$ cat src/sv/hkf_pkg.sv
`timescale 1ns / 1ps
// ----------------------------------------------------------------------------
// hkf_pkg: shared types, constants and microprogram of the heading filter
// Operation codes, register-file addresses, sequencer states and the
// microcode table that the sequencer walks for each mode.
// ----------------------------------------------------------------------------
package hkf_pkg;

  // Width of the internal datapath: holds exact heading sums before wrapping
  localparam int unsigned HKF_W = 37;

  localparam logic signed [HKF_W-1:0] S32_MAX = 37'sh00_7FFF_FFFF;
  localparam logic signed [HKF_W-1:0] S32_MIN = 37'sh1F_8000_0000;

  // Item modes
  localparam logic [1:0] MODE_PREDICT = 2'd0;
  localparam logic [1:0] MODE_HUPD    = 2'd1;
  localparam logic [1:0] MODE_HRUPD   = 2'd2;
  localparam logic [1:0] MODE_REINIT  = 2'd3;

  // Operand / destination addresses: flops below 16, scratch memory above
  localparam logic [4:0] RA_H    = 5'd0;
  localparam logic [4:0] RA_R    = 5'd1;
  localparam logic [4:0] RA_P00  = 5'd2;
  localparam logic [4:0] RA_P01  = 5'd3;
  localparam logic [4:0] RA_P10  = 5'd4;
  localparam logic [4:0] RA_P11  = 5'd5;
  localparam logic [4:0] RA_DT   = 5'd6;
  localparam logic [4:0] RA_ZH   = 5'd7;
  localparam logic [4:0] RA_ZR   = 5'd8;
  localparam logic [4:0] RA_H0   = 5'd9;
  localparam logic [4:0] RA_QH   = 5'd10;
  localparam logic [4:0] RA_QR   = 5'd11;
  localparam logic [4:0] RA_RH   = 5'd12;
  localparam logic [4:0] RA_RV   = 5'd13;
  localparam logic [4:0] RA_ONE  = 5'd14;
  localparam logic [4:0] RA_ZERO = 5'd15;
  localparam logic [4:0] RA_T0   = 5'd16;
  localparam logic [4:0] RA_T1   = 5'd17;
  localparam logic [4:0] RA_T2   = 5'd18;
  localparam logic [4:0] RA_T3   = 5'd19;
  localparam logic [4:0] RA_T4   = 5'd20;
  localparam logic [4:0] RA_T5   = 5'd21;
  localparam logic [4:0] RA_T6   = 5'd22;
  localparam logic [4:0] RA_T7   = 5'd23;
  localparam logic [4:0] RA_T8   = 5'd24;
  localparam logic [4:0] RA_T9   = 5'd25;
  localparam logic [4:0] RA_T10  = 5'd26;
  localparam logic [4:0] RA_T11  = 5'd27;
  localparam logic [4:0] RA_T12  = 5'd28;
  localparam logic [4:0] RA_T13  = 5'd29;
  localparam logic [4:0] RA_T14  = 5'd30;
  localparam logic [4:0] RA_T15  = 5'd31;

  // Program entry points
  localparam logic [6:0] PC_PREDICT = 7'd0;
  localparam logic [6:0] PC_HUPD    = 7'd15;
  localparam logic [6:0] PC_HRUPD   = 7'd34;
  localparam logic [6:0] PC_REINIT  = 7'd87;

  typedef enum logic [3:0] {
    OP_ADD,   // saturating add
    OP_SUB,   // saturating subtract
    OP_ADDW,  // exact add
    OP_SUBW,  // exact subtract
    OP_MUL,
    OP_DIV,
    OP_WRAP,
    OP_BRZ,   // zero divisor check
    OP_END
  } op_e;

  typedef enum logic [2:0] {
    ST_IDLE,
    ST_FETCH,
    ST_EXEC,
    ST_WAIT,
    ST_SQRT,
    ST_DONE
  } fsm_e;

  typedef struct packed {
    op_e        op;
    logic [4:0] dst;
    logic [4:0] sa;
    logic [4:0] sb;
  } instr_t;

  function automatic logic signed [HKF_W-1:0] sat32(input logic signed [HKF_W-1:0] x);
    logic signed [HKF_W-1:0] r;
    if (x > S32_MAX) r = S32_MAX;
    else if (x < S32_MIN) r = S32_MIN;
    else r = x;
    return r;
  endfunction

  // pi rounded to frac fraction bits
  function automatic logic signed [HKF_W-1:0] fx_pi(input int unsigned frac);
    logic [63:0] pq;
    logic [63:0] v;
    pq = 64'h3243_F6A8_885A_308D;
    v  = (pq + (64'd1 << (59 - frac))) >> (60 - frac);
    return $signed(v[HKF_W-1:0]);
  endfunction

  function automatic instr_t mk(input op_e op, input logic [4:0] d,
                                input logic [4:0] a, input logic [4:0] b);
    instr_t i;
    i.op  = op;
    i.dst = d;
    i.sa  = a;
    i.sb  = b;
    return i;
  endfunction

  // Microcode table
  function automatic instr_t prog_rom(input logic [6:0] pc);
    instr_t i;
    case (pc)
      // predict
      7'd0:  i = mk(OP_MUL,  RA_T0,  RA_DT,  RA_P10);
      7'd1:  i = mk(OP_ADD,  RA_T1,  RA_P00, RA_T0);
      7'd2:  i = mk(OP_MUL,  RA_T2,  RA_DT,  RA_P11);
      7'd3:  i = mk(OP_ADD,  RA_T3,  RA_P01, RA_T2);
      7'd4:  i = mk(OP_MUL,  RA_T4,  RA_R,   RA_DT);
      7'd5:  i = mk(OP_ADDW, RA_T5,  RA_H,   RA_T4);
      7'd6:  i = mk(OP_WRAP, RA_H,   RA_T5,  RA_ZERO);
      7'd7:  i = mk(OP_MUL,  RA_T6,  RA_T3,  RA_DT);
      7'd8:  i = mk(OP_ADD,  RA_T7,  RA_T1,  RA_T6);
      7'd9:  i = mk(OP_ADD,  RA_P00, RA_T7,  RA_QH);
      7'd10: i = mk(OP_ADD,  RA_P01, RA_T3,  RA_ZERO);
      7'd11: i = mk(OP_MUL,  RA_T8,  RA_P11, RA_DT);
      7'd12: i = mk(OP_ADD,  RA_P10, RA_P10, RA_T8);
      7'd13: i = mk(OP_ADD,  RA_P11, RA_P11, RA_QR);
      7'd14: i = mk(OP_END,  RA_ZERO, RA_ZERO, RA_ZERO);
      // heading-only update
      7'd15: i = mk(OP_SUBW, RA_T0,  RA_ZH,  RA_H);
      7'd16: i = mk(OP_WRAP, RA_T0,  RA_T0,  RA_ZERO);
      7'd17: i = mk(OP_ADD,  RA_T1,  RA_P00, RA_RH);
      7'd18: i = mk(OP_BRZ,  RA_ZERO, RA_T1, RA_ZERO);
      7'd19: i = mk(OP_DIV,  RA_T2,  RA_P00, RA_T1);
      7'd20: i = mk(OP_DIV,  RA_T3,  RA_P10, RA_T1);
      7'd21: i = mk(OP_SUB,  RA_T4,  RA_ONE, RA_T2);
      7'd22: i = mk(OP_MUL,  RA_T5,  RA_T2,  RA_T0);
      7'd23: i = mk(OP_ADDW, RA_T5,  RA_H,   RA_T5);
      7'd24: i = mk(OP_WRAP, RA_H,   RA_T5,  RA_ZERO);
      7'd25: i = mk(OP_MUL,  RA_T6,  RA_T3,  RA_T0);
      7'd26: i = mk(OP_ADD,  RA_R,   RA_R,   RA_T6);
      7'd27: i = mk(OP_MUL,  RA_T7,  RA_T3,  RA_P00);
      7'd28: i = mk(OP_MUL,  RA_T8,  RA_T3,  RA_P01);
      7'd29: i = mk(OP_MUL,  RA_P00, RA_T4,  RA_P00);
      7'd30: i = mk(OP_MUL,  RA_P01, RA_T4,  RA_P01);
      7'd31: i = mk(OP_SUB,  RA_P10, RA_P10, RA_T7);
      7'd32: i = mk(OP_SUB,  RA_P11, RA_P11, RA_T8);
      7'd33: i = mk(OP_END,  RA_ZERO, RA_ZERO, RA_ZERO);
      // heading and rate update
      7'd34: i = mk(OP_SUBW, RA_T0,  RA_ZH,  RA_H);
      7'd35: i = mk(OP_WRAP, RA_T0,  RA_T0,  RA_ZERO);
      7'd36: i = mk(OP_SUB,  RA_T1,  RA_ZR,  RA_R);
      7'd37: i = mk(OP_ADD,  RA_T2,  RA_P00, RA_RH);
      7'd38: i = mk(OP_ADD,  RA_T3,  RA_P11, RA_RV);
      7'd39: i = mk(OP_MUL,  RA_T4,  RA_T2,  RA_T3);
      7'd40: i = mk(OP_MUL,  RA_T5,  RA_P01, RA_P10);
      7'd41: i = mk(OP_SUB,  RA_T4,  RA_T4,  RA_T5);
      7'd42: i = mk(OP_BRZ,  RA_ZERO, RA_T4, RA_ZERO);
      7'd43: i = mk(OP_MUL,  RA_T5,  RA_P00, RA_T3);
      7'd44: i = mk(OP_MUL,  RA_T6,  RA_P01, RA_P10);
      7'd45: i = mk(OP_SUB,  RA_T5,  RA_T5,  RA_T6);
      7'd46: i = mk(OP_DIV,  RA_T5,  RA_T5,  RA_T4);
      7'd47: i = mk(OP_MUL,  RA_T6,  RA_P01, RA_T2);
      7'd48: i = mk(OP_MUL,  RA_T7,  RA_P00, RA_P01);
      7'd49: i = mk(OP_SUB,  RA_T6,  RA_T6,  RA_T7);
      7'd50: i = mk(OP_DIV,  RA_T6,  RA_T6,  RA_T4);
      7'd51: i = mk(OP_MUL,  RA_T7,  RA_P10, RA_T3);
      7'd52: i = mk(OP_MUL,  RA_T8,  RA_P11, RA_P10);
      7'd53: i = mk(OP_SUB,  RA_T7,  RA_T7,  RA_T8);
      7'd54: i = mk(OP_DIV,  RA_T7,  RA_T7,  RA_T4);
      7'd55: i = mk(OP_MUL,  RA_T8,  RA_P11, RA_T2);
      7'd56: i = mk(OP_MUL,  RA_T9,  RA_P10, RA_P01);
      7'd57: i = mk(OP_SUB,  RA_T8,  RA_T8,  RA_T9);
      7'd58: i = mk(OP_DIV,  RA_T8,  RA_T8,  RA_T4);
      7'd59: i = mk(OP_SUB,  RA_T9,  RA_ONE, RA_T5);
      7'd60: i = mk(OP_SUB,  RA_T10, RA_ONE, RA_T8);
      7'd61: i = mk(OP_MUL,  RA_T11, RA_T5,  RA_T0);
      7'd62: i = mk(OP_ADDW, RA_T11, RA_H,   RA_T11);
      7'd63: i = mk(OP_MUL,  RA_T12, RA_T6,  RA_T1);
      7'd64: i = mk(OP_ADDW, RA_T11, RA_T11, RA_T12);
      7'd65: i = mk(OP_WRAP, RA_H,   RA_T11, RA_ZERO);
      7'd66: i = mk(OP_MUL,  RA_T11, RA_T7,  RA_T0);
      7'd67: i = mk(OP_ADDW, RA_T11, RA_R,   RA_T11);
      7'd68: i = mk(OP_MUL,  RA_T12, RA_T8,  RA_T1);
      7'd69: i = mk(OP_ADDW, RA_T11, RA_T11, RA_T12);
      7'd70: i = mk(OP_ADD,  RA_R,   RA_T11, RA_ZERO);
      7'd71: i = mk(OP_MUL,  RA_T11, RA_T9,  RA_P00);
      7'd72: i = mk(OP_MUL,  RA_T12, RA_T6,  RA_P10);
      7'd73: i = mk(OP_SUB,  RA_T11, RA_T11, RA_T12);
      7'd74: i = mk(OP_MUL,  RA_T12, RA_T9,  RA_P01);
      7'd75: i = mk(OP_MUL,  RA_T13, RA_T6,  RA_P11);
      7'd76: i = mk(OP_SUB,  RA_T12, RA_T12, RA_T13);
      7'd77: i = mk(OP_MUL,  RA_T13, RA_T10, RA_P10);
      7'd78: i = mk(OP_MUL,  RA_T14, RA_T7,  RA_P00);
      7'd79: i = mk(OP_SUB,  RA_T13, RA_T13, RA_T14);
      7'd80: i = mk(OP_MUL,  RA_T14, RA_T10, RA_P11);
      7'd81: i = mk(OP_MUL,  RA_T15, RA_T7,  RA_P01);
      7'd82: i = mk(OP_SUB,  RA_P11, RA_T14, RA_T15);
      7'd83: i = mk(OP_ADD,  RA_P00, RA_T11, RA_ZERO);
      7'd84: i = mk(OP_ADD,  RA_P01, RA_T12, RA_ZERO);
      7'd85: i = mk(OP_ADD,  RA_P10, RA_T13, RA_ZERO);
      7'd86: i = mk(OP_END,  RA_ZERO, RA_ZERO, RA_ZERO);
      // reinitialize
      7'd87: i = mk(OP_WRAP, RA_H,   RA_H0,  RA_ZERO);
      7'd88: i = mk(OP_ADD,  RA_R,   RA_ZERO, RA_ZERO);
      7'd89: i = mk(OP_ADD,  RA_P00, RA_ONE, RA_ZERO);
      7'd90: i = mk(OP_ADD,  RA_P01, RA_ZERO, RA_ZERO);
      7'd91: i = mk(OP_ADD,  RA_P10, RA_ZERO, RA_ZERO);
      7'd92: i = mk(OP_ADD,  RA_P11, RA_ONE, RA_ZERO);
      default: i = mk(OP_END, RA_ZERO, RA_ZERO, RA_ZERO);
    endcase
    return i;
  endfunction

endpackage

$ cat src/sv/hkf_sqrt.sv
`timescale 1ns / 1ps
// ----------------------------------------------------------------------------
// hkf_sqrt: fixed-point square root
// Bit-pair integer square root of (p << FRAC_BITS), one result bit per cycle;
// a variance of zero or below yields zero.
// ----------------------------------------------------------------------------
module hkf_sqrt
  import hkf_pkg::*;
#(
  parameter int unsigned FRAC_BITS = 24
) (
  input  logic               clk_i,
  input  logic               rst_ni,
  input  logic               start_i,
  input  logic signed [31:0] p_i,
  output logic [30:0]        res_o,
  output logic               done_o
);

  logic [63:0] v_q;
  logic [63:0] r_q;
  logic [63:0] bit_q;
  logic        busy_q;
  logic        done_q;
  logic [63:0] trial;

  assign trial = r_q + bit_q;

  always_ff @(posedge clk_i or negedge rst_ni) begin
    if (!rst_ni) begin
      busy_q <= 1'b0;
      done_q <= 1'b0;
    end else begin
      done_q <= 1'b0;
      if (start_i) begin
        busy_q <= 1'b1;
      end else if (busy_q && bit_q == 64'd1) begin
        busy_q <= 1'b0;
        done_q <= 1'b1;
      end
    end
  end

  // one root bit per cycle
  always_ff @(posedge clk_i) begin
    if (start_i) begin
      v_q   <= (p_i > 32'sd0) ? (64'(p_i) << FRAC_BITS) : 64'd0;
      r_q   <= '0;
      bit_q <= 64'd1 << 62;
    end else if (busy_q) begin
      if (v_q >= trial) begin
        v_q <= v_q - trial;
        r_q <= (r_q >> 1) + bit_q;
      end else begin
        r_q <= r_q >> 1;
      end
      bit_q <= bit_q >> 2;
    end
  end

  assign res_o  = r_q[30:0];
  assign done_o = done_q;

endmodule

$ cat config.mk
export PLATFORM = sky130hd
export DESIGN_NAME = hkf_sqrt
export DESIGN_NICKNAME = d
export VERILOG_FILES = /design/src/sv/hkf_pkg.sv /design/src/sv/hkf_sqrt.sv
export SDC_FILE = /design/constraint.sdc
export NUM_CORES = 1
export LEC_CHECK = 0
export ABC_CLOCK_PERIOD_IN_PS = 12750
export CORE_ASPECT_RATIO = 1.1
export CORE_UTILIZATION = 50
export CTS_BUF_LIST = sky130_fd_sc_hd__clkbuf_4
export DETAILED_ROUTE_END_ITERATION = 12
export DONT_BUFFER_PORTS = 1
export HOLD_SLACK_MARGIN = 0.05
export PLACE_DENSITY = 0.65
export SYNTH_ARGS = -nofsm -noshare
export SYNTH_HDL_FRONTEND = slang
export SYNTH_SLANG_ARGS = --single-unit
$ cat constraint.sdc
create_clock -name clk_i -period 12.75 [get_ports clk_i]
set_input_delay 2.55 -clock clk_i [delete_from_list [all_inputs] [get_ports clk_i]]
set_output_delay 2.55 -clock clk_i [all_outputs]
set_load 0.01 [all_outputs]
==> out/results.tsv <==
metric	value	unit
Leakage	6.09	nW
H-tree levels	4	
DRT antenna net count	0	
Initial Utilization	51.3	%
number of global-route vias before repair	13700	
normalized max-slew margin	20.2	%
Layout Utilization	52.1	%
final hold viol count	0	
Post-Layout Cell Count	2278	
I/O Buffers	0	
Worst Path Arrival	7.78	ns
Core Box Area	0.0299	mm^2
skew final	0.0316	ns
TritonCTS clock tree	yes	
cts repair resizes	0	
share of layout cells above drive strength 1	4.49	%
Synth Area per Inst	7.80	um^2
routed vias/inst	6.38	
fin. max-slew vios	0	
antenna violations before repair	1	
Setup crit end kind	flop	
min Tclk post-route	7.53	ns
Req. time, crit path	13.01	ns
largest net degree at the start of global routing	158	
main area contributors after synthesis	dfxtp_1 13%, edfxtp_1 13%, ha_1 11%, nor2_1 5.2%, nand2_1 5.0%	
WL per Instance	21.3	um
Row Count	66	
Min Hold Slack	0.583	ns
grt ovf	0	
Yosys top cell by area	dfxtp_1	
CP Max Fanout	61	
#FFs+latches synth	162	
Post-DP HPWL	36600	um
WS Path Type	flop to flop	
ys async rst share	1.23	%
endpoints failing setup	0	
Post-DP Area	0.0153	mm^2
status	completed	
Final WS setup	5.22	ns
Max Clock Freq	133	MHz
DRT Pass-1 Iters	5	
worst-margin pin slew	1.17	ns
Initial DRC Count	1199	
EDFF count, synth	64	
Die Width	169	um
Setup TNS	0	ns
drt drc	0	
# nets final	2022	
clock root buffer	clkbuf_4	
CP Cell Sequence	ha_1 -> and4_1 -> a21oi_1 -> a21boi_1 -> o21ai_1 -> a2111oi_0 -> o31a_1 -> o21ai_1 -> a31oi_1 -> nor2b_1 -> xnor2_1 -> ha_1 -> nand2_1 -> nor2_1 -> o2111a_1 -> o2111ai_1 -> o211ai_1 -> buf_4 -> nand2_1 -> nand2_2 -> buf_4	
worst slack, placed	5.43	ns
top cells by count, synth	211 x nor2_1, 205 x nand2_1, 144 x o21ai_0, 141 x a21oi_1, 130 x ha_1	
Worst path slowest cell	a2111oi_0	
fin area	0.0156	mm^2
Power, Total	3.66	mW
# hold bufs at CTS	0	
GRT Util Overall	31.2	%
Final period util	59.0	%
GPL Wtd Cong	0.949	
post-synth top area share	12.5	%
yosys warns	0	
Clock Sinks	162	
Yosys cell types	86	
Seq/Total Area, Yosys	25.4	%
most common cell in the netlist	nor2_1	
post-synth net total	2134	
die area	0.0314	mm^2
Cells after Synth	1968	
routed vias	14500	
total CTS buffers	17	
Setup crit start kind	flop	
IO Count	67	
max cap viols	0	
Inst Count DP	2245	
postcts setup bufs	0	
Post-synth top flop	dfxtp_1	
Worst-Skew Late Latency	0.63	ns
slowest stage delay, CP	1.02	ns
hold crit path type	flop to flop	
maximum VDD drop	0.130	mV
Die H	186	um
first-pass GRT wire length	76300	um
drt total wl	48600	um
pwr/cell area	235	mW/mm^2
area grow syn2layout	1.44	%
Clk pin slew, worst setup/hold paths	0.16	ns
# fillers	3009	
Clock Tree Buf Depth	2	
Netlist Area Pre-Place	0.0153	mm^2
unrepaired setup endpoints after global routing	no	
==> power by group <==
| group | switching, mW | internal, mW |
|---|---|---|
| Clock | 0.222 | 0.122 |
| Combinational | 1.52 | 0.884 |
| Sequential | 0.153 | 0.761 |
| Total | 1.89 | 1.77 |
==> area by class of cell <==
class,count,area (um^2),share of cell area [%]
clock buffer,18,135,0.868
antenna,1,2.50,0.0161
inverter,56,210,1.35
tap,408,510,3.28
timing repair buffer,8,60.1,0.386
sequential,162,3900,25.0
multi-input combinational,1611,10600,68.1
clock inverter,14,153,0.981
==> layout by cell type (no fill, tap or decap), types with 15 or more instances in the layout <==
cell type and instances:
nand2_1 204, a31oi_1 64, a21oi_1 141, nand4_1 59, xor2_1 72, nor2_1 211, a31o_2 21, a21o_1 42
a311oi_1 16, mux2i_1 37, ha_1 130, and2_1 21, o21bai_1 39, a211oi_1 35, and3_1 16, edfxtp_1 64
o21ai_0 144, clkbuf_4 18, nand3_1 23, or3_1 19, nor2b_1 16, o21a_1 15, xnor2_1 77, nor3_1 22
inv_1 56, dfxtp_1 96, nor4_1 22
==> layer usage <==
metal | share of wire [%] | global-route usage [%]
met5 | 0 | 0
met4 | 3.6 | 12.0
met3 | 4.4 | 3.64
met2 | 49 | 55.8
met1 | 43 | 38.2
==> sequential cells by signal (all words and copies together), names as in the netlist <==
signal and cells:
v_q 64, busy_q 1, bit_q 32, r_q 64
done_o 1
==> path summary, 6_finish.rpt <==
path / depth (start not counted) / end / start / slack, ns
max: 21 / v_q[19]$_SDFFCE_PP0P_ / r_q[8]$_SDFFE_PP0P_ / 5.22
min: 2 / bit_q[0]$_SDFFE_PP0P_ / bit_q[0]$_SDFFE_PP0P_ / 0.58
max reg2reg: 21 / v_q[19]$_SDFFCE_PP0P_ / r_q[8]$_SDFFE_PP0P_ / 5.22
min reg2reg: 2 / bit_q[0]$_SDFFE_PP0P_ / bit_q[0]$_SDFFE_PP0P_ / 0.58
max in group asynchronous: 0 / busy_q$_DFFE_PN0P_ / rst_ni / 11.06
min in group asynchronous: 0 / done_o$_DFF_PN0_ / rst_ni / 1.61
==> kinds of logic after synthesis <==
logic type               after synthesis  synth area share, %
AO/OA/AOI/OAI                        645                 27.6
XOR/XNOR                             149                 8.50
adder cells (fa/ha/maj)              131                 10.7
buffers and inverters                195                 5.61
flip-flops                           162                 25.4
multiplexers                          38                 2.49
AND/OR/NAND/NOR                      648                 19.7
==> critical path, delay by kind of cell, from the launching register on <==
family                     cells  cell delay (ns)
DFF                            1             0.57
AOI/OAI and AO/OA             10             3.05
buffers and inverters          2             1.25
adders and majority gates      2             0.73
and+or+nand+nor                6             1.35
xor gates and xnor gates       1             0.12
(Power assumes the default switching activity.)
