--- src/sv/hkf_pkg.sv ---
`timescale 1ns / 1ps
// ----------------------------------------------------------------------------
// hkf_pkg: shared types, constants and microprogram of the heading filter
// Operation codes, register-file addresses, sequencer states and the
// microcode table that the sequencer walks for each mode.
// ----------------------------------------------------------------------------
package hkf_pkg;

  // Width of the internal datapath: holds exact heading sums before wrapping
  localparam int unsigned HKF_W = 37;

  localparam logic signed [HKF_W-1:0] S32_MAX = 37'sh00_7FFF_FFFF;
  localparam logic signed [HKF_W-1:0] S32_MIN = 37'sh1F_8000_0000;

  // Item modes
  localparam logic [1:0] MODE_PREDICT = 2'd0;
  localparam logic [1:0] MODE_HUPD    = 2'd1;
  localparam logic [1:0] MODE_HRUPD   = 2'd2;
  localparam logic [1:0] MODE_REINIT  = 2'd3;

  // Operand / destination addresses: flops below 16, scratch memory above
  localparam logic [4:0] RA_H    = 5'd0;
  localparam logic [4:0] RA_R    = 5'd1;
  localparam logic [4:0] RA_P00  = 5'd2;
  localparam logic [4:0] RA_P01  = 5'd3;
  localparam logic [4:0] RA_P10  = 5'd4;
  localparam logic [4:0] RA_P11  = 5'd5;
  localparam logic [4:0] RA_DT   = 5'd6;
  localparam logic [4:0] RA_ZH   = 5'd7;
  localparam logic [4:0] RA_ZR   = 5'd8;
  localparam logic [4:0] RA_H0   = 5'd9;
  localparam logic [4:0] RA_QH   = 5'd10;
  localparam logic [4:0] RA_QR   = 5'd11;
  localparam logic [4:0] RA_RH   = 5'd12;
  localparam logic [4:0] RA_RV   = 5'd13;
  localparam logic [4:0] RA_ONE  = 5'd14;
  localparam logic [4:0] RA_ZERO = 5'd15;
  localparam logic [4:0] RA_T0   = 5'd16;
  localparam logic [4:0] RA_T1   = 5'd17;
  localparam logic [4:0] RA_T2   = 5'd18;
  localparam logic [4:0] RA_T3   = 5'd19;
  localparam logic [4:0] RA_T4   = 5'd20;
  localparam logic [4:0] RA_T5   = 5'd21;
  localparam logic [4:0] RA_T6   = 5'd22;
  localparam logic [4:0] RA_T7   = 5'd23;
  localparam logic [4:0] RA_T8   = 5'd24;
  localparam logic [4:0] RA_T9   = 5'd25;
  localparam logic [4:0] RA_T10  = 5'd26;
  localparam logic [4:0] RA_T11  = 5'd27;
  localparam logic [4:0] RA_T12  = 5'd28;
  localparam logic [4:0] RA_T13  = 5'd29;
  localparam logic [4:0] RA_T14  = 5'd30;
  localparam logic [4:0] RA_T15  = 5'd31;

  // Program entry points
  localparam logic [6:0] PC_PREDICT = 7'd0;
  localparam logic [6:0] PC_HUPD    = 7'd15;
  localparam logic [6:0] PC_HRUPD   = 7'd34;
  localparam logic [6:0] PC_REINIT  = 7'd87;

  typedef enum logic [3:0] {
    OP_ADD,   // saturating add
    OP_SUB,   // saturating subtract
    OP_ADDW,  // exact add
    OP_SUBW,  // exact subtract
    OP_MUL,
    OP_DIV,
    OP_WRAP,
    OP_BRZ,   // zero divisor check
    OP_END
  } op_e;

  typedef enum logic [2:0] {
    ST_IDLE,
    ST_FETCH,
    ST_EXEC,
    ST_WAIT,
    ST_SQRT,
    ST_DONE
  } fsm_e;

  typedef struct packed {
    op_e        op;
    logic [4:0] dst;
    logic [4:0] sa;
    logic [4:0] sb;
  } instr_t;

  function automatic logic signed [HKF_W-1:0] sat32(input logic signed [HKF_W-1:0] x);
    logic signed [HKF_W-1:0] r;
    if (x > S32_MAX) r = S32_MAX;
    else if (x < S32_MIN) r = S32_MIN;
    else r = x;
    return r;
  endfunction

  // pi rounded to frac fraction bits
  function automatic logic signed [HKF_W-1:0] fx_pi(input int unsigned frac);
    logic [63:0] pq;
    logic [63:0] v;
    pq = 64'h3243_F6A8_885A_308D;
    v  = (pq + (64'd1 << (59 - frac))) >> (60 - frac);
    return $signed(v[HKF_W-1:0]);
  endfunction

  function automatic instr_t mk(input op_e op, input logic [4:0] d,
                                input logic [4:0] a, input logic [4:0] b);
    instr_t i;
    i.op  = op;
    i.dst = d;
    i.sa  = a;
    i.sb  = b;
    return i;
  endfunction

  // Microcode table
  function automatic instr_t prog_rom(input logic [6:0] pc);
    instr_t i;
    case (pc)
      // predict
      7'd0:  i = mk(OP_MUL,  RA_T0,  RA_DT,  RA_P10);
      7'd1:  i = mk(OP_ADD,  RA_T1,  RA_P00, RA_T0);
      7'd2:  i = mk(OP_MUL,  RA_T2,  RA_DT,  RA_P11);
      7'd3:  i = mk(OP_ADD,  RA_T3,  RA_P01, RA_T2);
      7'd4:  i = mk(OP_MUL,  RA_T4,  RA_R,   RA_DT);
      7'd5:  i = mk(OP_ADDW, RA_T5,  RA_H,   RA_T4);
      7'd6:  i = mk(OP_WRAP, RA_H,   RA_T5,  RA_ZERO);
      7'd7:  i = mk(OP_MUL,  RA_T6,  RA_T3,  RA_DT);
      7'd8:  i = mk(OP_ADD,  RA_T7,  RA_T1,  RA_T6);
      7'd9:  i = mk(OP_ADD,  RA_P00, RA_T7,  RA_QH);
      7'd10: i = mk(OP_ADD,  RA_P01, RA_T3,  RA_ZERO);
      7'd11: i = mk(OP_MUL,  RA_T8,  RA_P11, RA_DT);
      7'd12: i = mk(OP_ADD,  RA_P10, RA_P10, RA_T8);
      7'd13: i = mk(OP_ADD,  RA_P11, RA_P11, RA_QR);
      7'd14: i = mk(OP_END,  RA_ZERO, RA_ZERO, RA_ZERO);
      // heading-only update
      7'd15: i = mk(OP_SUBW, RA_T0,  RA_ZH,  RA_H);
      7'd16: i = mk(OP_WRAP, RA_T0,  RA_T0,  RA_ZERO);
      7'd17: i = mk(OP_ADD,  RA_T1,  RA_P00, RA_RH);
      7'd18: i = mk(OP_BRZ,  RA_ZERO, RA_T1, RA_ZERO);
      7'd19: i = mk(OP_DIV,  RA_T2,  RA_P00, RA_T1);
      7'd20: i = mk(OP_DIV,  RA_T3,  RA_P10, RA_T1);
      7'd21: i = mk(OP_SUB,  RA_T4,  RA_ONE, RA_T2);
      7'd22: i = mk(OP_MUL,  RA_T5,  RA_T2,  RA_T0);
      7'd23: i = mk(OP_ADDW, RA_T5,  RA_H,   RA_T5);
      7'd24: i = mk(OP_WRAP, RA_H,   RA_T5,  RA_ZERO);
      7'd25: i = mk(OP_MUL,  RA_T6,  RA_T3,  RA_T0);
      7'd26: i = mk(OP_ADD,  RA_R,   RA_R,   RA_T6);
      7'd27: i = mk(OP_MUL,  RA_T7,  RA_T3,  RA_P00);
      7'd28: i = mk(OP_MUL,  RA_T8,  RA_T3,  RA_P01);
      7'd29: i = mk(OP_MUL,  RA_P00, RA_T4,  RA_P00);
      7'd30: i = mk(OP_MUL,  RA_P01, RA_T4,  RA_P01);
      7'd31: i = mk(OP_SUB,  RA_P10, RA_P10, RA_T7);
      7'd32: i = mk(OP_SUB,  RA_P11, RA_P11, RA_T8);
      7'd33: i = mk(OP_END,  RA_ZERO, RA_ZERO, RA_ZERO);
      // heading and rate update
      7'd34: i = mk(OP_SUBW, RA_T0,  RA_ZH,  RA_H);
      7'd35: i = mk(OP_WRAP, RA_T0,  RA_T0,  RA_ZERO);
      7'd36: i = mk(OP_SUB,  RA_T1,  RA_ZR,  RA_R);
      7'd37: i = mk(OP_ADD,  RA_T2,  RA_P00, RA_RH);
      7'd38: i = mk(OP_ADD,  RA_T3,  RA_P11, RA_RV);
      7'd39: i = mk(OP_MUL,  RA_T4,  RA_T2,  RA_T3);
      7'd40: i = mk(OP_MUL,  RA_T5,  RA_P01, RA_P10);
      7'd41: i = mk(OP_SUB,  RA_T4,  RA_T4,  RA_T5);
      7'd42: i = mk(OP_BRZ,  RA_ZERO, RA_T4, RA_ZERO);
      7'd43: i = mk(OP_MUL,  RA_T5,  RA_P00, RA_T3);
      7'd44: i = mk(OP_MUL,  RA_T6,  RA_P01, RA_P10);
      7'd45: i = mk(OP_SUB,  RA_T5,  RA_T5,  RA_T6);
      7'd46: i = mk(OP_DIV,  RA_T5,  RA_T5,  RA_T4);
      7'd47: i = mk(OP_MUL,  RA_T6,  RA_P01, RA_T2);
      7'd48: i = mk(OP_MUL,  RA_T7,  RA_P00, RA_P01);
      7'd49: i = mk(OP_SUB,  RA_T6,  RA_T6,  RA_T7);
      7'd50: i = mk(OP_DIV,  RA_T6,  RA_T6,  RA_T4);
      7'd51: i = mk(OP_MUL,  RA_T7,  RA_P10, RA_T3);
      7'd52: i = mk(OP_MUL,  RA_T8,  RA_P11, RA_P10);
      7'd53: i = mk(OP_SUB,  RA_T7,  RA_T7,  RA_T8);
      7'd54: i = mk(OP_DIV,  RA_T7,  RA_T7,  RA_T4);
      7'd55: i = mk(OP_MUL,  RA_T8,  RA_P11, RA_T2);
      7'd56: i = mk(OP_MUL,  RA_T9,  RA_P10, RA_P01);
      7'd57: i = mk(OP_SUB,  RA_T8,  RA_T8,  RA_T9);
      7'd58: i = mk(OP_DIV,  RA_T8,  RA_T8,  RA_T4);
      7'd59: i = mk(OP_SUB,  RA_T9,  RA_ONE, RA_T5);
      7'd60: i = mk(OP_SUB,  RA_T10, RA_ONE, RA_T8);
      7'd61: i = mk(OP_MUL,  RA_T11, RA_T5,  RA_T0);
      7'd62: i = mk(OP_ADDW, RA_T11, RA_H,   RA_T11);
      7'd63: i = mk(OP_MUL,  RA_T12, RA_T6,  RA_T1);
      7'd64: i = mk(OP_ADDW, RA_T11, RA_T11, RA_T12);
      7'd65: i = mk(OP_WRAP, RA_H,   RA_T11, RA_ZERO);
      7'd66: i = mk(OP_MUL,  RA_T11, RA_T7,  RA_T0);
      7'd67: i = mk(OP_ADDW, RA_T11, RA_R,   RA_T11);
      7'd68: i = mk(OP_MUL,  RA_T12, RA_T8,  RA_T1);
      7'd69: i = mk(OP_ADDW, RA_T11, RA_T11, RA_T12);
      7'd70: i = mk(OP_ADD,  RA_R,   RA_T11, RA_ZERO);
      7'd71: i = mk(OP_MUL,  RA_T11, RA_T9,  RA_P00);
      7'd72: i = mk(OP_MUL,  RA_T12, RA_T6,  RA_P10);
      7'd73: i = mk(OP_SUB,  RA_T11, RA_T11, RA_T12);
      7'd74: i = mk(OP_MUL,  RA_T12, RA_T9,  RA_P01);
      7'd75: i = mk(OP_MUL,  RA_T13, RA_T6,  RA_P11);
      7'd76: i = mk(OP_SUB,  RA_T12, RA_T12, RA_T13);
      7'd77: i = mk(OP_MUL,  RA_T13, RA_T10, RA_P10);
      7'd78: i = mk(OP_MUL,  RA_T14, RA_T7,  RA_P00);
      7'd79: i = mk(OP_SUB,  RA_T13, RA_T13, RA_T14);
      7'd80: i = mk(OP_MUL,  RA_T14, RA_T10, RA_P11);
      7'd81: i = mk(OP_MUL,  RA_T15, RA_T7,  RA_P01);
      7'd82: i = mk(OP_SUB,  RA_P11, RA_T14, RA_T15);
      7'd83: i = mk(OP_ADD,  RA_P00, RA_T11, RA_ZERO);
      7'd84: i = mk(OP_ADD,  RA_P01, RA_T12, RA_ZERO);
      7'd85: i = mk(OP_ADD,  RA_P10, RA_T13, RA_ZERO);
      7'd86: i = mk(OP_END,  RA_ZERO, RA_ZERO, RA_ZERO);
      // reinitialize
      7'd87: i = mk(OP_WRAP, RA_H,   RA_H0,  RA_ZERO);
      7'd88: i = mk(OP_ADD,  RA_R,   RA_ZERO, RA_ZERO);
      7'd89: i = mk(OP_ADD,  RA_P00, RA_ONE, RA_ZERO);
      7'd90: i = mk(OP_ADD,  RA_P01, RA_ZERO, RA_ZERO);
      7'd91: i = mk(OP_ADD,  RA_P10, RA_ZERO, RA_ZERO);
      7'd92: i = mk(OP_ADD,  RA_P11, RA_ONE, RA_ZERO);
      default: i = mk(OP_END, RA_ZERO, RA_ZERO, RA_ZERO);
    endcase
    return i;
  endfunction

endpackage

--- src/sv/hkf_mul.sv ---
`timescale 1ns / 1ps
// ----------------------------------------------------------------------------
// hkf_mul: fixed-point multiplier
// Registered product, then round-half-up, arithmetic shift and 32-bit saturation.
// ----------------------------------------------------------------------------
module hkf_mul
  import hkf_pkg::*;
#(
  parameter int unsigned FRAC_BITS = 24
) (
  input  logic               clk_i,
  input  logic               rst_ni,
  input  logic               start_i,
  input  logic signed [31:0] a_i,
  input  logic signed [31:0] b_i,
  output logic signed [31:0] res_o,
  output logic               done_o
);

  localparam logic signed [63:0] RND = 64'sd1 <<< (FRAC_BITS - 1);

  logic signed [63:0] prod_q;
  logic               vld_q;
  logic               done_q;
  logic signed [31:0] res_q;
  logic signed [63:0] shifted;

  // round and shift the registered product
  always_comb begin
    shifted = (prod_q + RND) >>> FRAC_BITS;
  end

  always_ff @(posedge clk_i or negedge rst_ni) begin
    if (!rst_ni) begin
      vld_q  <= 1'b0;
      done_q <= 1'b0;
    end else begin
      vld_q  <= start_i;
      done_q <= vld_q;
    end
  end

  always_ff @(posedge clk_i) begin
    if (start_i) prod_q <= a_i * b_i;
    if (vld_q) begin
      if (shifted > 64'sh0000_0000_7FFF_FFFF) res_q <= 32'sh7FFF_FFFF;
      else if (shifted < -64'sh0000_0000_8000_0000) res_q <= 32'sh8000_0000;
      else res_q <= shifted[31:0];
    end
  end

  assign res_o  = res_q;
  assign done_o = done_q;

endmodule

--- config.mk ---
export PLATFORM = sky130hd
export DESIGN_NAME = hkf_mul
export DESIGN_NICKNAME = d
export VERILOG_FILES = /design/src/sv/hkf_pkg.sv /design/src/sv/hkf_mul.sv
export SDC_FILE = /design/constraint.sdc
export NUM_CORES = 2
export LEC_CHECK = 0
export BUFFER_PORTS_ARGS = -buffer_cell sky130_fd_sc_hd__buf_4
export CAP_MARGIN = 30
export CORE_AREA = 2 2 269 271
export CTS_CLUSTER_SIZE = 25
export DETAILED_ROUTE_END_ITERATION = 10
export DIE_AREA = 0 0 271 273
export PLACE_DENSITY_LB_ADDON = 0.12
export SLEW_MARGIN = 20
export SYNTH_ARGS = -nofsm -noshare
export SYNTH_HDL_FRONTEND = slang
export SYNTH_SLANG_ARGS = --single-unit
--- constraint.sdc ---
create_clock -name clk_i -period 6.1 [get_ports clk_i]
set_input_delay 0 -clock clk_i [delete_from_list [all_inputs] [get_ports clk_i]]
set_output_delay 0 -clock clk_i [all_outputs]
set_load 0.05 [all_outputs]
==> flow_summary_export.csv <==
group,metric,value,unit
sta,report.final.slew_viol_count,0,
die,start_util,54.6,%
layout,syn_to_final_growth,22.6,%
synth,syn_nets,5326,
sta,grt_setup_unrepaired,"yes",
synth,yosys.area.top_type,"fa_1",
sta,hold_viol,0,
die,die_y,273,um
drt,first_pass_iters,6,
clocking,cts_buffer_depth,2,
synth,synth.most_common_cell,"fa_1",
drt,via_per_inst,5.29,
layout,final_cells,5390,
clocking,h-tree-depth,3,
placement,dp_hpwl,93.1,mm
layout,fin_nets,5762,
die,coreArea,0.0710,sq mm
placement,dp_cells,5265,
worst_hold_path,min_path_type,"primary input to flip-flop",
outcome,status,"finished, violations left",
sta,slew_headroom,57.1,%
critical_path,required,6.18,ns
synth,syn_area,0.0388,sq mm
sta,max_freq,0.146,GHz
grt,grt_pass1_wl,183,mm
clocking,clkLatencyLatePin,0.33,ns
synth,syn_avg_cell_area,9.70,sq um
critical_path,r2r_setup_slack,2.78,ns
critical_path,rr_endpoint,"res_o[4]",
drt,drc,0,
grt,grt_max_degree,43,
critical_path,endpoint_kind,"flip-flop",
grt,track_usage,32.6,%
synth,synth_top_flop_cell,"edfxtp_1",
die,io-pin-count,100,
die,rows,98,
critical_path,cp.arrival,6.95,ns
synth,ys_seq_area_share,5.78,%
flow_run,drv_cap,0,
placement,gp_congestion,0.918,
synth,yosys_register_bits,75,
grt,antenna_found_initial,6,
critical_path,startpoint_type,"primary input",
layout,fill_cells,5629,
die,dieArea,0.0740,sq mm
grt,grt_remaining_overflow,0,
drt,drtAntennaViolNets,0,
synth,synth_area_leaders,"fa_1 56%, inv_1 9.3%, and2_1 8.1%",
die,die_x,271,um
sta,setup_viol,33,
sta,period_share,113,%
synth,yosysTopAreaCellShare,55.8,%
sta,setup_ws,-0.772,ns
worst_hold_path,holdPathEnd,"vld_q",
synth,yosysUniqueCellTypes,61,
sta,fin_worst_skew,0.00463,ns
clocking,cts_tree,"done",
drt,drt_first_iter_violations,1773,
layout,final_util,66.9,%
placement,dpl_cell_area,0.0439,sq mm
critical_path,r2r_start,"prod_q[24]",
clocking,clkTransAtPathRegs,0.05,ns
critical_path,critical_path.max_fanout,6,
drt,routed_wl,114,mm
sta,fin_crit,6.87,ns
synth,synth_edf_count,73,
critical_path,r2r_cells,12,
synth,synth_common_cells,"1081 x fa_1, 965 x inv_1, 522 x nand2_1, 504 x and2_1, 213 x clkbuf_1",
clocking,cts.sinks,75,
sta,worst_pin_slew,0.638,ns
clocking,clockRootBuffer,"clkbuf_16",
synth,yosys_warnings,0,
layout,final_area,0.0475,sq mm
drt,wl_per_cell,21.2,um
grt,grt_pass1_vias,32200,
worst_hold_path,min_delay_path_depth,1,
outcome,violations,"negative setup slack",
critical_path,path_class,"primary input to flip-flop",
worst_hold_path,hold_start,"start_i",
drt,routed-via-count,28500,
sta,fin_setup_tns,-18.48,ns
synth,synthArstFlopShare,2.67,%
synth,synth_cells,3997,
placement,io_buffers,99,
layout,drive_gt1_share,21.2,%
clocking,numCtsBuffers,9,
-- registers in the layout (all words and copies together), names as in the netlist --
name / flops
prod_q: 41
res_o: 32
done_o: 1
vld_q: 1
-- critical path: stages --
cell      delay, ns
buf_12         0.11
buf_12         0.13
buf_6          0.11
buf_8          0.11
buf_4          0.16
buf_6          0.13
and2_1         0.17
fa_1           0.56
fa_1           0.44
fa_1           0.48
fa_1           0.59
fa_1           0.46
fa_1           0.54
fa_2           0.50
fa_1           0.56
ha_4           0.34
and3_1         0.23
nand3_1        0.10
o211a_1        0.28
o311ai_4       0.10
buf_6          0.17
a41oi_4        0.13
o31ai_2        0.28
a21oi_1        0.13
xnor2_1        0.14
-- area by class of cell --
type                    instances  area [sq um]  share of cell area, %
flip-flops and latches         75          2240                   4.72
diodes                          2          5.00                 0.0105
well taps                     950          1190                   2.50
clock buffers                  14           244                  0.513
multi-input cells            2740         33400                   70.3
inverters                     965          3630                   7.63
clock inverters                 2          60.1                  0.126
repair buffers                642          6730                   14.2
-- kinds of logic (layout without fill, tap and decap cells) --
logic type	count (synthesis)	count (layout)	share of synthesized area, %
buffers and inverters	1182	1623	11.4
AO/OA/AOI/OAI	204	204	3.54
flip-flops	75	75	5.78
AND/OR/NAND/NOR	1184	1184	15.5
multiplexers	1	1	0.0290
adder cells (fa/ha/maj)	1262	1262	61.6
XOR/XNOR	89	89	2.01
other	0	2	0
-- worst max path at each step --
stage / startpoint / endpoint / cells past startpoint
4_1_cts: a_i[11] / prod_q[61] / 26
5_1_grt: b_i[13] / prod_q[59] / 26
2_1_floorplan: a_i[31] / prod_q[63] / 25
3_3_place_gp: b_i[9] / prod_q[54] / 27
3_5_place_dp: b_i[8] / prod_q[54] / 27
6_report: a_i[10] / prod_q[61] / 25
-- metrics by stage --
stage / hold slack [ns] / setup slack (ns)
2_1_floorplan: -0.296 / -0.882
3_3_place_gp: -0.218 / -1.41
3_5_place_dp: -0.215 / -1.40
4_1_cts: 0.0625 / -0.638
5_1_grt: 0.0752 / -0.952
6_report: 0.0522 / -0.772
-- what timing repair did --
action                                 CTS  global route
setup endpoints to repair               39            38
hold buffers                             2             0
gates resized for setup                426            79
cloned                                  16             1
setup buffers                           73            27
pin swaps                              240            81
endpoints found under the hold margin    2             0
-- layout by cell type (no fill, tap or decap), types with 29 or more instances in the layout --
master and n:
a21oi_1 36, a21o_1 39, buf_4 442, fa_2 70
buf_12 65, xnor2_1 45, buf_6 83, and2_4 42
and2_1 462, inv_2 32, nor2b_1 31, ha_1 149
nand2_1 506, edfxtp_1 73, fa_1 1011, xor2_1 30
inv_1 932, o21ai_0 40, ha_4 29
-- metal layers --
| metal | up-vias | part of all wire (%) | global-route usage [%] | wire length, um |
|---|---|---|---|---|
| met4 | 0 | 5.1 | 12.8 | 5830 |
| met2 | 909 | 48 | 54.6 | 54800 |
| li1 | 12400 | - | - | - |
| met5 | - | 0 | 0 | 0 |
| met3 | 237 | 6.1 | 4.33 | 7020 |
| met1 | 15000 | 41 | 43.5 | 46500 |
Power is left out: the tool's default activity adds up to more than one toggle a clock period on the data nets, which glitch-free logic cannot reach.
