--- src/sv/hkf_pkg.sv ---
`timescale 1ns / 1ps
// ----------------------------------------------------------------------------
// hkf_pkg: shared types, constants and microprogram of the heading filter
// Operation codes, register-file addresses, sequencer states and the
// microcode table that the sequencer walks for each mode.
// ----------------------------------------------------------------------------
package hkf_pkg;

  // Width of the internal datapath: holds exact heading sums before wrapping
  localparam int unsigned HKF_W = 37;

  localparam logic signed [HKF_W-1:0] S32_MAX = 37'sh00_7FFF_FFFF;
  localparam logic signed [HKF_W-1:0] S32_MIN = 37'sh1F_8000_0000;

  // Item modes
  localparam logic [1:0] MODE_PREDICT = 2'd0;
  localparam logic [1:0] MODE_HUPD    = 2'd1;
  localparam logic [1:0] MODE_HRUPD   = 2'd2;
  localparam logic [1:0] MODE_REINIT  = 2'd3;

  // Operand / destination addresses: flops below 16, scratch memory above
  localparam logic [4:0] RA_H    = 5'd0;
  localparam logic [4:0] RA_R    = 5'd1;
  localparam logic [4:0] RA_P00  = 5'd2;
  localparam logic [4:0] RA_P01  = 5'd3;
  localparam logic [4:0] RA_P10  = 5'd4;
  localparam logic [4:0] RA_P11  = 5'd5;
  localparam logic [4:0] RA_DT   = 5'd6;
  localparam logic [4:0] RA_ZH   = 5'd7;
  localparam logic [4:0] RA_ZR   = 5'd8;
  localparam logic [4:0] RA_H0   = 5'd9;
  localparam logic [4:0] RA_QH   = 5'd10;
  localparam logic [4:0] RA_QR   = 5'd11;
  localparam logic [4:0] RA_RH   = 5'd12;
  localparam logic [4:0] RA_RV   = 5'd13;
  localparam logic [4:0] RA_ONE  = 5'd14;
  localparam logic [4:0] RA_ZERO = 5'd15;
  localparam logic [4:0] RA_T0   = 5'd16;
  localparam logic [4:0] RA_T1   = 5'd17;
  localparam logic [4:0] RA_T2   = 5'd18;
  localparam logic [4:0] RA_T3   = 5'd19;
  localparam logic [4:0] RA_T4   = 5'd20;
  localparam logic [4:0] RA_T5   = 5'd21;
  localparam logic [4:0] RA_T6   = 5'd22;
  localparam logic [4:0] RA_T7   = 5'd23;
  localparam logic [4:0] RA_T8   = 5'd24;
  localparam logic [4:0] RA_T9   = 5'd25;
  localparam logic [4:0] RA_T10  = 5'd26;
  localparam logic [4:0] RA_T11  = 5'd27;
  localparam logic [4:0] RA_T12  = 5'd28;
  localparam logic [4:0] RA_T13  = 5'd29;
  localparam logic [4:0] RA_T14  = 5'd30;
  localparam logic [4:0] RA_T15  = 5'd31;

  // Program entry points
  localparam logic [6:0] PC_PREDICT = 7'd0;
  localparam logic [6:0] PC_HUPD    = 7'd15;
  localparam logic [6:0] PC_HRUPD   = 7'd34;
  localparam logic [6:0] PC_REINIT  = 7'd87;

  typedef enum logic [3:0] {
    OP_ADD,   // saturating add
    OP_SUB,   // saturating subtract
    OP_ADDW,  // exact add
    OP_SUBW,  // exact subtract
    OP_MUL,
    OP_DIV,
    OP_WRAP,
    OP_BRZ,   // zero divisor check
    OP_END
  } op_e;

  typedef enum logic [2:0] {
    ST_IDLE,
    ST_FETCH,
    ST_EXEC,
    ST_WAIT,
    ST_SQRT,
    ST_DONE
  } fsm_e;

  typedef struct packed {
    op_e        op;
    logic [4:0] dst;
    logic [4:0] sa;
    logic [4:0] sb;
  } instr_t;

  function automatic logic signed [HKF_W-1:0] sat32(input logic signed [HKF_W-1:0] x);
    logic signed [HKF_W-1:0] r;
    if (x > S32_MAX) r = S32_MAX;
    else if (x < S32_MIN) r = S32_MIN;
    else r = x;
    return r;
  endfunction

  // pi rounded to frac fraction bits
  function automatic logic signed [HKF_W-1:0] fx_pi(input int unsigned frac);
    logic [63:0] pq;
    logic [63:0] v;
    pq = 64'h3243_F6A8_885A_308D;
    v  = (pq + (64'd1 << (59 - frac))) >> (60 - frac);
    return $signed(v[HKF_W-1:0]);
  endfunction

  function automatic instr_t mk(input op_e op, input logic [4:0] d,
                                input logic [4:0] a, input logic [4:0] b);
    instr_t i;
    i.op  = op;
    i.dst = d;
    i.sa  = a;
    i.sb  = b;
    return i;
  endfunction

  // Microcode table
  function automatic instr_t prog_rom(input logic [6:0] pc);
    instr_t i;
    case (pc)
      // predict
      7'd0:  i = mk(OP_MUL,  RA_T0,  RA_DT,  RA_P10);
      7'd1:  i = mk(OP_ADD,  RA_T1,  RA_P00, RA_T0);
      7'd2:  i = mk(OP_MUL,  RA_T2,  RA_DT,  RA_P11);
      7'd3:  i = mk(OP_ADD,  RA_T3,  RA_P01, RA_T2);
      7'd4:  i = mk(OP_MUL,  RA_T4,  RA_R,   RA_DT);
      7'd5:  i = mk(OP_ADDW, RA_T5,  RA_H,   RA_T4);
      7'd6:  i = mk(OP_WRAP, RA_H,   RA_T5,  RA_ZERO);
      7'd7:  i = mk(OP_MUL,  RA_T6,  RA_T3,  RA_DT);
      7'd8:  i = mk(OP_ADD,  RA_T7,  RA_T1,  RA_T6);
      7'd9:  i = mk(OP_ADD,  RA_P00, RA_T7,  RA_QH);
      7'd10: i = mk(OP_ADD,  RA_P01, RA_T3,  RA_ZERO);
      7'd11: i = mk(OP_MUL,  RA_T8,  RA_P11, RA_DT);
      7'd12: i = mk(OP_ADD,  RA_P10, RA_P10, RA_T8);
      7'd13: i = mk(OP_ADD,  RA_P11, RA_P11, RA_QR);
      7'd14: i = mk(OP_END,  RA_ZERO, RA_ZERO, RA_ZERO);
      // heading-only update
      7'd15: i = mk(OP_SUBW, RA_T0,  RA_ZH,  RA_H);
      7'd16: i = mk(OP_WRAP, RA_T0,  RA_T0,  RA_ZERO);
      7'd17: i = mk(OP_ADD,  RA_T1,  RA_P00, RA_RH);
      7'd18: i = mk(OP_BRZ,  RA_ZERO, RA_T1, RA_ZERO);
      7'd19: i = mk(OP_DIV,  RA_T2,  RA_P00, RA_T1);
      7'd20: i = mk(OP_DIV,  RA_T3,  RA_P10, RA_T1);
      7'd21: i = mk(OP_SUB,  RA_T4,  RA_ONE, RA_T2);
      7'd22: i = mk(OP_MUL,  RA_T5,  RA_T2,  RA_T0);
      7'd23: i = mk(OP_ADDW, RA_T5,  RA_H,   RA_T5);
      7'd24: i = mk(OP_WRAP, RA_H,   RA_T5,  RA_ZERO);
      7'd25: i = mk(OP_MUL,  RA_T6,  RA_T3,  RA_T0);
      7'd26: i = mk(OP_ADD,  RA_R,   RA_R,   RA_T6);
      7'd27: i = mk(OP_MUL,  RA_T7,  RA_T3,  RA_P00);
      7'd28: i = mk(OP_MUL,  RA_T8,  RA_T3,  RA_P01);
      7'd29: i = mk(OP_MUL,  RA_P00, RA_T4,  RA_P00);
      7'd30: i = mk(OP_MUL,  RA_P01, RA_T4,  RA_P01);
      7'd31: i = mk(OP_SUB,  RA_P10, RA_P10, RA_T7);
      7'd32: i = mk(OP_SUB,  RA_P11, RA_P11, RA_T8);
      7'd33: i = mk(OP_END,  RA_ZERO, RA_ZERO, RA_ZERO);
      // heading and rate update
      7'd34: i = mk(OP_SUBW, RA_T0,  RA_ZH,  RA_H);
      7'd35: i = mk(OP_WRAP, RA_T0,  RA_T0,  RA_ZERO);
      7'd36: i = mk(OP_SUB,  RA_T1,  RA_ZR,  RA_R);
      7'd37: i = mk(OP_ADD,  RA_T2,  RA_P00, RA_RH);
      7'd38: i = mk(OP_ADD,  RA_T3,  RA_P11, RA_RV);
      7'd39: i = mk(OP_MUL,  RA_T4,  RA_T2,  RA_T3);
      7'd40: i = mk(OP_MUL,  RA_T5,  RA_P01, RA_P10);
      7'd41: i = mk(OP_SUB,  RA_T4,  RA_T4,  RA_T5);
      7'd42: i = mk(OP_BRZ,  RA_ZERO, RA_T4, RA_ZERO);
      7'd43: i = mk(OP_MUL,  RA_T5,  RA_P00, RA_T3);
      7'd44: i = mk(OP_MUL,  RA_T6,  RA_P01, RA_P10);
      7'd45: i = mk(OP_SUB,  RA_T5,  RA_T5,  RA_T6);
      7'd46: i = mk(OP_DIV,  RA_T5,  RA_T5,  RA_T4);
      7'd47: i = mk(OP_MUL,  RA_T6,  RA_P01, RA_T2);
      7'd48: i = mk(OP_MUL,  RA_T7,  RA_P00, RA_P01);
      7'd49: i = mk(OP_SUB,  RA_T6,  RA_T6,  RA_T7);
      7'd50: i = mk(OP_DIV,  RA_T6,  RA_T6,  RA_T4);
      7'd51: i = mk(OP_MUL,  RA_T7,  RA_P10, RA_T3);
      7'd52: i = mk(OP_MUL,  RA_T8,  RA_P11, RA_P10);
      7'd53: i = mk(OP_SUB,  RA_T7,  RA_T7,  RA_T8);
      7'd54: i = mk(OP_DIV,  RA_T7,  RA_T7,  RA_T4);
      7'd55: i = mk(OP_MUL,  RA_T8,  RA_P11, RA_T2);
      7'd56: i = mk(OP_MUL,  RA_T9,  RA_P10, RA_P01);
      7'd57: i = mk(OP_SUB,  RA_T8,  RA_T8,  RA_T9);
      7'd58: i = mk(OP_DIV,  RA_T8,  RA_T8,  RA_T4);
      7'd59: i = mk(OP_SUB,  RA_T9,  RA_ONE, RA_T5);
      7'd60: i = mk(OP_SUB,  RA_T10, RA_ONE, RA_T8);
      7'd61: i = mk(OP_MUL,  RA_T11, RA_T5,  RA_T0);
      7'd62: i = mk(OP_ADDW, RA_T11, RA_H,   RA_T11);
      7'd63: i = mk(OP_MUL,  RA_T12, RA_T6,  RA_T1);
      7'd64: i = mk(OP_ADDW, RA_T11, RA_T11, RA_T12);
      7'd65: i = mk(OP_WRAP, RA_H,   RA_T11, RA_ZERO);
      7'd66: i = mk(OP_MUL,  RA_T11, RA_T7,  RA_T0);
      7'd67: i = mk(OP_ADDW, RA_T11, RA_R,   RA_T11);
      7'd68: i = mk(OP_MUL,  RA_T12, RA_T8,  RA_T1);
      7'd69: i = mk(OP_ADDW, RA_T11, RA_T11, RA_T12);
      7'd70: i = mk(OP_ADD,  RA_R,   RA_T11, RA_ZERO);
      7'd71: i = mk(OP_MUL,  RA_T11, RA_T9,  RA_P00);
      7'd72: i = mk(OP_MUL,  RA_T12, RA_T6,  RA_P10);
      7'd73: i = mk(OP_SUB,  RA_T11, RA_T11, RA_T12);
      7'd74: i = mk(OP_MUL,  RA_T12, RA_T9,  RA_P01);
      7'd75: i = mk(OP_MUL,  RA_T13, RA_T6,  RA_P11);
      7'd76: i = mk(OP_SUB,  RA_T12, RA_T12, RA_T13);
      7'd77: i = mk(OP_MUL,  RA_T13, RA_T10, RA_P10);
      7'd78: i = mk(OP_MUL,  RA_T14, RA_T7,  RA_P00);
      7'd79: i = mk(OP_SUB,  RA_T13, RA_T13, RA_T14);
      7'd80: i = mk(OP_MUL,  RA_T14, RA_T10, RA_P11);
      7'd81: i = mk(OP_MUL,  RA_T15, RA_T7,  RA_P01);
      7'd82: i = mk(OP_SUB,  RA_P11, RA_T14, RA_T15);
      7'd83: i = mk(OP_ADD,  RA_P00, RA_T11, RA_ZERO);
      7'd84: i = mk(OP_ADD,  RA_P01, RA_T12, RA_ZERO);
      7'd85: i = mk(OP_ADD,  RA_P10, RA_T13, RA_ZERO);
      7'd86: i = mk(OP_END,  RA_ZERO, RA_ZERO, RA_ZERO);
      // reinitialize
      7'd87: i = mk(OP_WRAP, RA_H,   RA_H0,  RA_ZERO);
      7'd88: i = mk(OP_ADD,  RA_R,   RA_ZERO, RA_ZERO);
      7'd89: i = mk(OP_ADD,  RA_P00, RA_ONE, RA_ZERO);
      7'd90: i = mk(OP_ADD,  RA_P01, RA_ZERO, RA_ZERO);
      7'd91: i = mk(OP_ADD,  RA_P10, RA_ZERO, RA_ZERO);
      7'd92: i = mk(OP_ADD,  RA_P11, RA_ONE, RA_ZERO);
      default: i = mk(OP_END, RA_ZERO, RA_ZERO, RA_ZERO);
    endcase
    return i;
  endfunction

endpackage

--- src/sv/hkf_wrap.sv ---
`timescale 1ns / 1ps
// ----------------------------------------------------------------------------
// hkf_wrap: angle normalizer
// Brings a wide angle into -pi..pi by removing whole turns, one scaled turn
// compare and subtract per cycle; exactly +-pi passes unchanged.
// ----------------------------------------------------------------------------
module hkf_wrap
  import hkf_pkg::*;
#(
  parameter int unsigned FRAC_BITS = 24
) (
  input  logic                    clk_i,
  input  logic                    rst_ni,
  input  logic                    start_i,
  input  logic signed [HKF_W-1:0] x_i,
  output logic signed [HKF_W-1:0] res_o,
  output logic                    done_o
);

  localparam logic signed [HKF_W-1:0] FX_PI  = fx_pi(FRAC_BITS);
  localparam logic signed [HKF_W-1:0] TWO_PI = FX_PI <<< 1;
  localparam int unsigned STEPS = 33 - FRAC_BITS;
  localparam int unsigned CW = $clog2(STEPS + 1);

  logic signed [HKF_W-1:0] y_q;
  logic signed [HKF_W-1:0] term_q;
  logic signed [HKF_W-1:0] res_q;
  logic signed [HKF_W-1:0] y_n;
  logic                    neg_q;
  logic                    busy_q;
  logic                    done_q;
  logic [CW-1:0]           cnt_q;

  // remove the current multiple of a turn if the excess stays positive
  assign y_n = (y_q > term_q) ? (y_q - term_q) : y_q;

  always_ff @(posedge clk_i or negedge rst_ni) begin
    if (!rst_ni) begin
      busy_q <= 1'b0;
      done_q <= 1'b0;
      cnt_q  <= '0;
    end else begin
      done_q <= 1'b0;
      if (start_i) begin
        cnt_q <= CW'(STEPS);
        if (x_i > FX_PI || x_i < -FX_PI) busy_q <= 1'b1;
        else done_q <= 1'b1;
      end else if (busy_q) begin
        cnt_q <= cnt_q - CW'(1);
        if (cnt_q == CW'(1)) begin
          busy_q <= 1'b0;
          done_q <= 1'b1;
        end
      end
    end
  end

  always_ff @(posedge clk_i) begin
    if (start_i) begin
      term_q <= TWO_PI <<< (STEPS - 1);
      neg_q  <= (x_i < -FX_PI);
      res_q  <= x_i;
      if (x_i < -FX_PI) y_q <= -FX_PI - x_i;
      else y_q <= x_i - FX_PI;
    end else if (busy_q) begin
      y_q    <= y_n;
      term_q <= term_q >>> 1;
      if (cnt_q == CW'(1)) res_q <= neg_q ? (FX_PI - y_n) : (y_n - FX_PI);
    end
  end

  assign res_o  = res_q;
  assign done_o = done_q;

endmodule

--- config.mk ---
export PLATFORM = sky130hd
export DESIGN_NAME = hkf_wrap
export DESIGN_NICKNAME = d
export VERILOG_FILES = /design/src/sv/hkf_pkg.sv /design/src/sv/hkf_wrap.sv
export SDC_FILE = /design/constraint.sdc
export NUM_CORES = 1
export LEC_CHECK = 0
export BUFFER_PORTS_ARGS = -buffer_cell sky130_fd_sc_hd__buf_2
export CAP_MARGIN = 25
export CORE_ASPECT_RATIO = 1.4
export CORE_MARGIN = 3
export CORE_UTILIZATION = 63
export DETAILED_ROUTE_END_ITERATION = 8
export GPL_TIMING_DRIVEN = 0
export PLACE_DENSITY = 0.83
export SLEW_MARGIN = 20
export SYNTH_ARGS = -nofsm -noshare
export SYNTH_HDL_FRONTEND = slang
export SYNTH_SLANG_ARGS = --single-unit
--- constraint.sdc ---
create_clock -name clk_i -period 6.35 [get_ports clk_i]
set_input_delay 0.9525 -clock clk_i [delete_from_list [all_inputs] [get_ports clk_i]]
set_output_delay 0.9525 -clock clk_i [all_outputs]
set_load 0.01 [all_outputs]
==> impl_metrics.toml <==
[worst_setup_path]
worstSetupStartpointType = "flop"
crit_required_ns = 6.52
rr_startpoint = "y_q[24]$_DFFE_PP_"
cpPeakStageDelay_ns = 0.53
critPathSlowestCell = "o311ai_0"
worstReg2RegEnd = "res_o[24]$_DFFE_PP_"
reg2reg_depth = 20
worstSetupPathType = "flop to flop"
worstPathArrival_ns = 6.41
crit_chain = "ha_1 -> buf_4 -> a21oi_1 -> o21ai_1 -> a22o_1 -> o211ai_1 -> nand2_1 -> clkbuf_4 -> buf_4 -> buf_2 -> buf_2 -> clkbuf_4 -> o21ai_0 -> inv_1 -> ha_1 -> a21oi_1 -> o211a_1 -> o21ai_0 -> and3_1 -> o311ai_0"
rrSetupSlack_ns = 0.11
path_max_fanout = 10
crit_path_end_kind = "flop"

[logic_synthesis]
synthesis.area_sq_um = 11500
synthDistinctLibCells = 104
yosys_warnings = 0
synth_nets = 1545
synth-seq-cells = 116
async_flop_share = 0.0517
synthFlopType = "edfxtp_1"
synth_edf_count = 75
ys_seq_area_frac = 0.269
synthCells = 1461
yosys.area.top_type = "edfxtp_1"
synth_top_area_frac = 0.195
syn-mean-instance-area_sq_um = 7.89
netlist_top_cells_area = "edfxtp_1 (20%), dfxtp_1 (6.1%), a21oi_1 (5.4%)"

[placement]
dp_hpwl_microns = 34000
post_dp_cell_area_sq_um = 12200
gp_congestion = 1.09
port-buffer-count = 75

[clock_tree]
ctsHtreeMaxLevel = 4
clock_sinks = 116
cts_made_buffers = 17
cts_tree = "yes"
clk_pin_slew_ns = 0.06
cts_root_buffer = "clkbuf_16"
clockBufferDepth = 2
clock_latency_ns = 0.44

[pwr]
cellPowerDensity_nw_per_um2 = 654
power_leakage_uw = 0.00531
ir_drop_mv = 0.265

[grt]
grt_max_degree = 38
grt_pass1_vias = 12500
grt_usage = 0.432
antenna_found_initial = 0
overflow = 0
grt_pass1_wl_microns = 67800

[cells_and_area]
drive_gt1_frac = 0.126
n_antenna_cell = 0
fillers = 1422
nNetsFinal = 1640
fin_area_sq_um = 12800
finish.utilization = 0.723
multiInputGateArea_sq_um = 7770
regArea_sq_um = 3100
areaGrowthSynthToFinish_pct = 10.9

[floorplan]
fp.dieW_microns = 120
die_h_microns = 166
die_area_sq_um = 20000
start_util = 0.652
io_pins = 78
design.core.area_sq_um = 17700
rows = 57

[timing]
slew_violations = 0
fmax_mhz = 160
finalSetupViolCount = 0
worst_pin_slew_ns = 1.02
max-slew-margin-rel = 0.312
fin_crit_sh = 0.983
skew_ns = 0.0101
period_needed_ns = 6.24
finalHoldViolCount = 0

[routing]
wire_per_inst_microns = 24.4
drc_errors = 0
vias_per_cell = 7.12
drtIter0Drc = 2176
via_count = 12800
dr.pass1.iters = 6
route.antenna.remaining_nets = 0
routed_wl_microns = 44100

[run_status]
status = "finished, final reports clean"

[worst_hold_path]
hold_path.class = "primary input to asynchronous set/reset pin"

[job]
drv_cap = 0
critical path, delay by kind of cell (launching register included):
family          cells  cell delay (ns)
buf+inv             7             1.49
compound gates      9             2.93
simple gates        2             0.49
flops               1             0.49
fa+ha+maj           2             0.57
flip-flops by register name, summed over array words and instances (netlist names):
register	cells
busy_q	1
cnt_q	4
neg_q	1
res_o	37
done_o	1
term_q	35
y_q	37
repair_timing:
| item | CTS | global route |
|---|---|---|
| hold buffers | 0 | 0 |
| buffers inserted | 0 | 1 |
| endpoints found under the hold margin | 0 | 0 |
| gates resized for setup | 0 | 5 |
| setup endpoints to repair | 0 | 8 |
layer usage:
metal | GRT usage | share of wire | vias up
met5 | 0 | 0 | -
met1 | 0.512 | 0.35 | 5824
li1 | - | - | 5673
met2 | 0.699 | 0.45 | 1064
met3 | 0.0719 | 0.10 | 283
met4 | 0.321 | 0.093 | 0
placed cells by master, fill, tap and decap left out, types with 7 or more instances in the layout:
master,instances
mux2_2,13
a21oi_1,125
nor4_1,18
or2_2,8
or3_1,15
ha_1,43
buf_2,93
o22ai_1,7
inv_1,70
edfxtp_1,75
o211ai_1,25
a31oi_1,21
o31ai_1,18
xor2_1,32
nand3_1,30
o21bai_1,9
xnor2_1,45
nand2b_1,8
o21a_1,8
mux2i_1,55
nor2_1,145
nand2_1,144
and3_1,23
a21boi_0,10
a211oi_1,23
o2111ai_1,7
clkbuf_1,44
buf_4,9
nor3_1,32
o211a_1,12
buf_1,8
nand4_1,24
nor3b_1,7
o21ai_0,94
dfxtp_1,35
a21o_1,18
and2_1,20
clkbuf_16,17
how the worst max path moves through the flow:
stage | cells after the start | start | end | slack (ns)
after CTS | 21 | y_q[28]$_DFFE_PP_ | res_o[24]$_DFFE_PP_ | 0.12
final | 20 | y_q[24]$_DFFE_PP_ | res_o[24]$_DFFE_PP_ | 0.11
after detailed placement | 21 | y_q[28]$_DFFE_PP_ | res_o[36]$_DFFE_PP_ | 0.19
after global placement | 21 | y_q[28]$_DFFE_PP_ | res_o[24]$_DFFE_PP_ | 0.19
after global routing | 21 | y_q[28]$_DFFE_PP_ | res_o[26]$_DFFE_PP_ | -0.01
after floorplan | 23 | y_q[7]$_DFFE_PP_ | res_o[30]$_DFFE_PP_ | 1.71
synth_stat cells, drive strengths merged (10+ instances only):
cell / instances
mux2: 13
nand4: 25
a211oi: 24
clkbuf: 43
inv: 70
buf: 41
a21o: 19
o21ai: 102
and2: 21
o211ai: 25
a21boi: 14
dfxtp: 35
o31ai: 19
o211a: 13
nor3: 32
nand3: 30
xnor2: 45
or2: 10
nand2: 148
or3: 15
nor2: 146
a21oi: 128
and3: 23
mux2i: 55
a31oi: 21
edfxtp: 75
nor4: 20
xor2: 32
ha: 43
power breakdown:
part           internal (uW)  leakage [uW]  switching [uW]
Clock                    538      0.000262             394
Sequential              1220       0.00112             241
Combinational           2050       0.00393            3920
Total                   3800       0.00531            4550
logic make-up (layout without fill, tap and decap cells):
logic type / after synthesis / after routing / share of synthesized area
and+or+nand+nor: 516 / 516 / 0.220
AOI/OAI and AO/OA: 484 / 484 / 0.285
buffers and inverters: 156 / 264 / 0.0584
DFF: 116 / 116 / 0.269
xor gates and xnor gates: 77 / 77 / 0.0585
muxes: 68 / 68 / 0.0605
adders and majority gates: 44 / 44 / 0.0484
layout make-up:
| class | instances | area share |
|---|---|---|
| Buffer | 83 | 0.0316 |
| Clock buffer | 20 | 0.0342 |
| Clock inverter | 12 | 0.00842 |
| Inverter | 72 | 0.0211 |
| Multi-Input combinational cell | 1189 | 0.607 |
| Sequential cell | 116 | 0.243 |
| Tap cell | 236 | 0.0231 |
| Timing Repair Buffer | 77 | 0.0315 |
stage by stage:
stage / setup slack, ns / TNS (ns) / hold WS [ns] / total power (uW) / cells
2_1_floorplan: 1.71 / 0 / 0.443 / 5440 / 1461
3_3_place_gp: 0.191 / 0 / 0.462 / 6910 / 1772
3_5_place_dp: 0.190 / 0 / 0.468 / 7040 / 1773
4_1_cts: 0.116 / 0 / 0.337 / 8030 / 1805
5_1_grt: -0.0136 / -0.0150 / 0.339 / 8770 / 1805
6_report: 0.107 / 0 / 0.333 / 8360 / 1805
No activity file was read; power rests on OpenSTA's default activity.
